$ cat src/hw/rtl/lert_pkg.sv
// Package for the edge rule table: sizes, codes, FSM states and control structs.
package lert_pkg;

    localparam int ENTRIES = 64;
    localparam int IDX_W   = $clog2(ENTRIES);
    localparam int CNT_W   = 7;

    typedef logic [2:0] op_t;
    localparam op_t OP_STEP      = 3'd0;
    localparam op_t OP_LEARN     = 3'd1;
    localparam op_t OP_REMOVE    = 3'd2;
    localparam op_t OP_CLEAR     = 3'd3;
    localparam op_t OP_LOAD_OUT  = 3'd4;
    localparam op_t OP_LOAD_PAGE = 3'd5;

    typedef logic [3:0] status_t;
    localparam status_t ST_NONE    = 4'd0;
    localparam status_t ST_NO_RULE = 4'd1;
    localparam status_t ST_GLOBAL  = 4'd2;
    localparam status_t ST_HERE    = 4'd3;
    localparam status_t ST_ABOVE   = 4'd4;
    localparam status_t ST_BELOW   = 4'd5;
    localparam status_t ST_CREATED = 4'd6;
    localparam status_t ST_FULL    = 4'd7;
    localparam status_t ST_CLEARED = 4'd8;
    localparam status_t ST_LOADED  = 4'd9;

    localparam logic [7:0] PAGE_EMPTY  = 8'd0;
    localparam logic [7:0] PAGE_GLOBAL = 8'd1;

    typedef enum logic [2:0] {
        S_IDLE,
        S_DECODE,
        S_SCAN,
        S_WAIT,
        S_PICK,
        S_EXEC,
        S_FINISH
    } state_t;

    typedef struct packed {
        logic latch;
        logic scan_clear;
        logic scan_issue;
        logic pick_read;
        logic exec;
        logic publish;
    } dp_cmd_t;

    typedef struct packed {
        logic needs_scan;
        logic scan_last;
        logic res_free;
    } dp_stat_t;

    typedef struct packed {
        logic [7:0]  page;
        logic [15:0] fb;
        logic [7:0]  fall;
        logic [7:0]  rise;
        logic [15:0] mask;
        logic [15:0] clr;
        logic [15:0] set;
    } rule_t;

endpackage

$ cat src/hw/rtl/lert_ctrl.sv
// Sequencer for the edge rule table: accept, table scan, execute, publish.
module lert_ctrl (
    input  logic               clk,
    input  logic               rst_n,
    input  logic               in_valid,
    output logic               in_stall,
    input  lert_pkg::dp_stat_t stat,
    output lert_pkg::dp_cmd_t  cmd
);
    import lert_pkg::*;

    state_t state_reg;
    state_t state_next;

    always_ff @(posedge clk or negedge rst_n)
    begin
        if (!rst_n)
        begin
            state_reg <= S_IDLE;
        end
        else
        begin
            state_reg <= state_next;
        end
    end

    always_comb
    begin
        state_next = state_reg;
        unique case (state_reg)
            S_IDLE:
            begin
                if (in_valid)
                begin
                    state_next = S_DECODE;
                end
            end
            S_DECODE:
            begin
                state_next = stat.needs_scan ? S_SCAN : S_EXEC;
            end
            S_SCAN:
            begin
                if (stat.scan_last)
                begin
                    state_next = S_WAIT;
                end
            end
            S_WAIT:   state_next = S_PICK;
            S_PICK:   state_next = S_EXEC;
            S_EXEC:   state_next = S_FINISH;
            S_FINISH:
            begin
                if (stat.res_free)
                begin
                    state_next = S_IDLE;
                end
            end
            default:  state_next = S_IDLE;
        endcase
    end

    always_comb
    begin
        in_stall       = (state_reg != S_IDLE);
        cmd            = '0;
        cmd.latch      = (state_reg == S_IDLE) && in_valid;
        cmd.scan_clear = (state_reg == S_DECODE);
        cmd.scan_issue = (state_reg == S_SCAN);
        cmd.pick_read  = (state_reg == S_PICK);
        cmd.exec       = (state_reg == S_EXEC);
        cmd.publish    = (state_reg == S_FINISH) && stat.res_free;
    end

endmodule

$ cat config.mk
export PLATFORM = sky130hd
export DESIGN_NAME = lert_ctrl
export DESIGN_NICKNAME = d
export VERILOG_FILES = /design/src/hw/rtl/lert_pkg.sv /design/src/hw/rtl/lert_ctrl.sv
export SDC_FILE = /design/constraint.sdc
export NUM_CORES = 1
export LEC_CHECK = 0
export ABC_AREA = 1
export BUFFER_PORTS_ARGS = -buffer_cell sky130_fd_sc_hd__buf_2
export CAP_MARGIN = 20
export CORE_AREA = 3 3 40 42
export CTS_CLUSTER_SIZE = 10
export DETAILED_ROUTE_END_ITERATION = 7
export DIE_AREA = 0 0 43 45
export SLEW_MARGIN = 40
export SYNTH_ARGS = -nofsm -noshare
export SYNTH_HDL_FRONTEND = slang
export SYNTH_SLANG_ARGS = --single-unit
$ cat constraint.sdc
create_clock -name clk -period 1.2 [get_ports clk]
set_input_delay 0.24 -clock clk [delete_from_list [all_inputs] [get_ports clk]]
set_output_delay 0.24 -clock clk [all_outputs]
set_load 0.02 [all_outputs]
# [Word-level counts from Yosys, hierarchy flattened]
# Index checks and enable logic that the tools add are counted.
[op_classes] n_eq_ne=9 muxes=5 reduce_logical=5
[op_table] cell="$pmux 3 s7" n=1
[op_table] cell="$mux 3" n=4
[op_table] cell="$eq 3x3->1 const B" n=3
[op_table] cell="$eq 3x2->1 const B" n=2
[op_table] cell="$ne 2x2->1 const B" n=3
[op_table] cell="$eq 3x1->1 const B" n=1
[op_table] cell="$logic_not 3->1" n=1
[op_table] cell="$reduce_and 3->1" n=1
[op_table] cell="$reduce_bool 3->1" n=1
[op_table] cell="$logic_and 1x1->1" n=2
[word_totals] out_inout_bits=7 ff_bits=3 in_bits=6 wordCells=20

# [Depth between registers and ports, before layout]
[logic_depth] ltp_word=3 depth_mapped=6 ltp_nobuf=6

# [Worst setup path before layout]
# OpenSTA, ideal clock, no wires.
[synth_path] path_type="reg2out" start="reg state_reg[0]" end="out cmd[5] (netlist name)" stages_incl_launch_ff=4 n_path_buf=0 t_required_ns=0.960 arrival_ns=1.056 path_slack_ns=-0.096 path_cell_list="dfrtp_1 -> nor2_1 -> nand2_1 -> nor2_1"
[synth_rtl] item="start, declared" line="lert_ctrl.sv:12" rtl="state_t state_reg;"
[synth_rtl] item="start signal, assigned" line="lert_ctrl.sv:23" rtl="state_reg <= state_next;"
[synth_rtl] item="end, declared" line="lert_ctrl.sv:8" rtl="output lert_pkg::dp_cmd_t cmd"

==> results.py <==
metrics = {
    "outcome": {
        "status": "finished, violations left",
        "violations": "negative setup slack",
    },
    "detailed_routing": {
        "vias": 348,
        "finalWirelength_um": 714,
        "drcViolationCount": 0,
        "drt-initial-drc-count": 4,
        "avgRoutedWirePerCell_um": 8.707,
        "vias_per_cell": 4.244,
        "dr.pass1.iters": 4,
        "drtAntennaViolNets": 0,
    },
    "clock_network": {
        "clk_pin_slew_ns": 0.03,
        "cts-root-buf": "clkbuf_4",
        "cts.htree.levels": 1,
        "clock_latency_ns": 0.23,
        "cts.sinks": 3,
        "cts_tree": "done",
        "clockBufferDepth": 2,
        "cts-buffers-inserted": 3,
    },
    "global_routing": {
        "overflow": 0,
        "grt_pass1_wl_um": 1173,
        "antenna_found_initial": 0,
        "grt_max_degree": 8,
        "grt_usage": 0.08236,
        "grt_pass1_vias": 310,
    },
    "yosys": {
        "yosysTopAreaCellShare": 0.2956,
        "synth.most_common_cell": "nand2_1",
        "synth_edf_count": 0,
        "synth_common_cells": "nand2_1, nor2_1, inv_1",
        "synth_cell_types": 12,
        "ys_seq_area_frac": 0.2956,
        "syn_area_um2": 254.0,
        "syn_nets": 50,
        "synth_seq_cells": 3,
        "synth_flop_cell": "dfrtp_1",
        "synth_area_per_cell_um2": 5.773,
        "synthTopCellsByArea": "dfrtp_1, nand2_1, nor2_1, inv_1, nor3_1",
        "ys_async_sr_fraction": 1.000,
        "ys.warnings.count": 0,
        "syn-instance-count": 44,
        "yosysTopAreaCell": "dfrtp_1",
    },
    "timing": {
        "setup_ws_ns": -0.1652,
        "finalCritPeriodShare": 1.138,
        "tightest_slew_ns": 0.1859,
        "post-route-min-period_ns": 1.365,
        "hold_viol": 0,
        "slew_headroom": 0.8761,
        "slew_viol_final": 0,
        "max_freq_ghz": 0.7325,
        "rsz0062_at_grt": "true",
        "final.setup.tns_ns": -0.8959,
        "hold_ws_ns": 0.3132,
        "skew_ns": 0.002054,
        "setup_viol_count_final": 7,
    },
    "layout": {
        "num_antenna_cells": 0,
        "largest_register_ffs": 3,
        "post-route-util": 0.3788,
        "area_delta_synth_final_pct": 91.63,
        "final_cell_area_um2": 486.7,
        "drive_above_1_share": 0.5522,
        "nFillCells": 150,
        "finalNetCount": 74,
    },
    "place": {
        "place_congestion": 0.7168,
        "dpl_cell_area_um2": 347.8,
        "dpl.hpwl_um": 559.1,
        "port_buffers": 12,
    },
    "worst_setup_path": {
        "crit_end": "cmd[3]",
        "crit_required_ns": 0.96,
        "rr_startpoint": "state_reg[0]",
        "arrival_ns": 1.13,
        "r2r-end": "state_reg[0]",
        "reg2regPathDepth": 5,
        "critPathCaptureType": "output pin",
        "path_class": "flop to output pin",
        "worst_setup_path_startpoint": "state_reg[1]",
        "crit_fanout": 7,
        "setup.worst_path.start_class": "flop",
        "r2r_slack_ns": 0.08,
    },
    "die": {
        "core_um2": 1285,
        "die_area_um2": 1935,
        "chipWidth_um": 43,
        "initial_core_util": 0.1977,
        "ioPinCount": 13,
        "die_h_um": 45,
        "rows": 13,
    },
    "power_and_ir_drop": {
        "clkPwrFrac": 0.125,
        "power_frac_seq": 0.212,
        "intPower_mw": 0.7078,
        "swShare": 0.4816,
        "powerDensity_nw_per_um2": 2805,
        "ir_drop_mv": 0.7992,
        "combPwrFrac": 0.663,
        "net-switching-power_mw": 0.6575,
        "leakage_nw": 0.2604,
    },
    "flow_run": {
        "maxCapViolations": 0,
    },
    "worst_hold_path": {
        "min_path_type": "primary input to flop",
    },
}
## layer usage
metal / vias to the layer above / track usage / share of wire
li1: 182 / - / -
met1: 158 / 0.08654 / 0.44
met2: 8 / 0.1347 / 0.52
met3: 0 / 0.04781 / 0.045
met4: 0 / 0.03614 / 0
met5: - / 0 / 0
## through the flow
stage	setup slack (ns)	power, mW	std cells
finish	-0.1652	1.365	82
global route	-0.2124	1.495	82
CTS	-0.1560	1.218	80
detailed placement	0.03454	0.8646	72
global placement	0.04009	0.8565	72
floorplan	-0.02878	0.6750	44
## repair_timing
item	4_1_cts	5_1_grt
setup endpoints to repair	7	8
buffers inserted	3	2
hold buffers	1	0
endpoints found under the hold margin	3	0
gates resized for setup	10	12
pin swaps	0	3
## power groups by stage
stage               Sequential (mW)  Combinational, mW  Clock, mW
floorplan                     0.232              0.443          0
finish                        0.290              0.905      0.171
global route                  0.304               1.00      0.189
global placement              0.240              0.617          0
CTS                           0.269              0.769      0.180
detailed placement            0.244              0.621          0
## cell usage in the layout (no fill, tap or decap), drive strengths merged
master,n
dlygate4sd3,1
nor2,10
nor3,4
inv,10
buf,18
o21ai,1
nand4,1
a21oi,1
dfrtp,3
nand3,4
clkbuf,4
nand2,10
## how the worst min path moves through the flow
stage	startpoint	end	cells past startpoint
floorplan	rst_n	state_reg[0]	0
global route	rst_n	state_reg[2]	2
detailed placement	rst_n	state_reg[2]	1
finish	stat[2]	state_reg[2]	4
CTS	stat[2]	state_reg[2]	4
global placement	rst_n	state_reg[2]	1
## layout make-up
| type | instances | area, um2 | share of cell area |
|---|---|---|---|
| Multi-Input combinational cell | 31 | 181.4 | 0.3728 |
| Timing Repair Buffer | 19 | 138.9 | 0.2853 |
| Sequential cell | 3 | 78.83 | 0.1620 |
| Inverter | 10 | 42.54 | 0.08740 |
| Clock buffer | 4 | 26.28 | 0.05398 |
| Tap cell | 15 | 18.77 | 0.03856 |
## kinds of logic (layout without fill, tap and decap cells)
group | after synthesis | count (layout) | synth area share
AND/OR/NAND/NOR | 29 | 29 | 0.5173
buffers and inverters | 10 | 33 | 0.1478
flip-flops | 3 | 3 | 0.2956
AO/OA/AOI/OAI | 2 | 2 | 0.03937
## worst max-delay path, cell delays in order (launching register included)
cell and delay, ns:
dfrtp_2 0.47, buf_4 0.16, nand3_2 0.08, inv_1 0.04, buf_4 0.15
No activity file was read; power rests on OpenSTA's default activity.
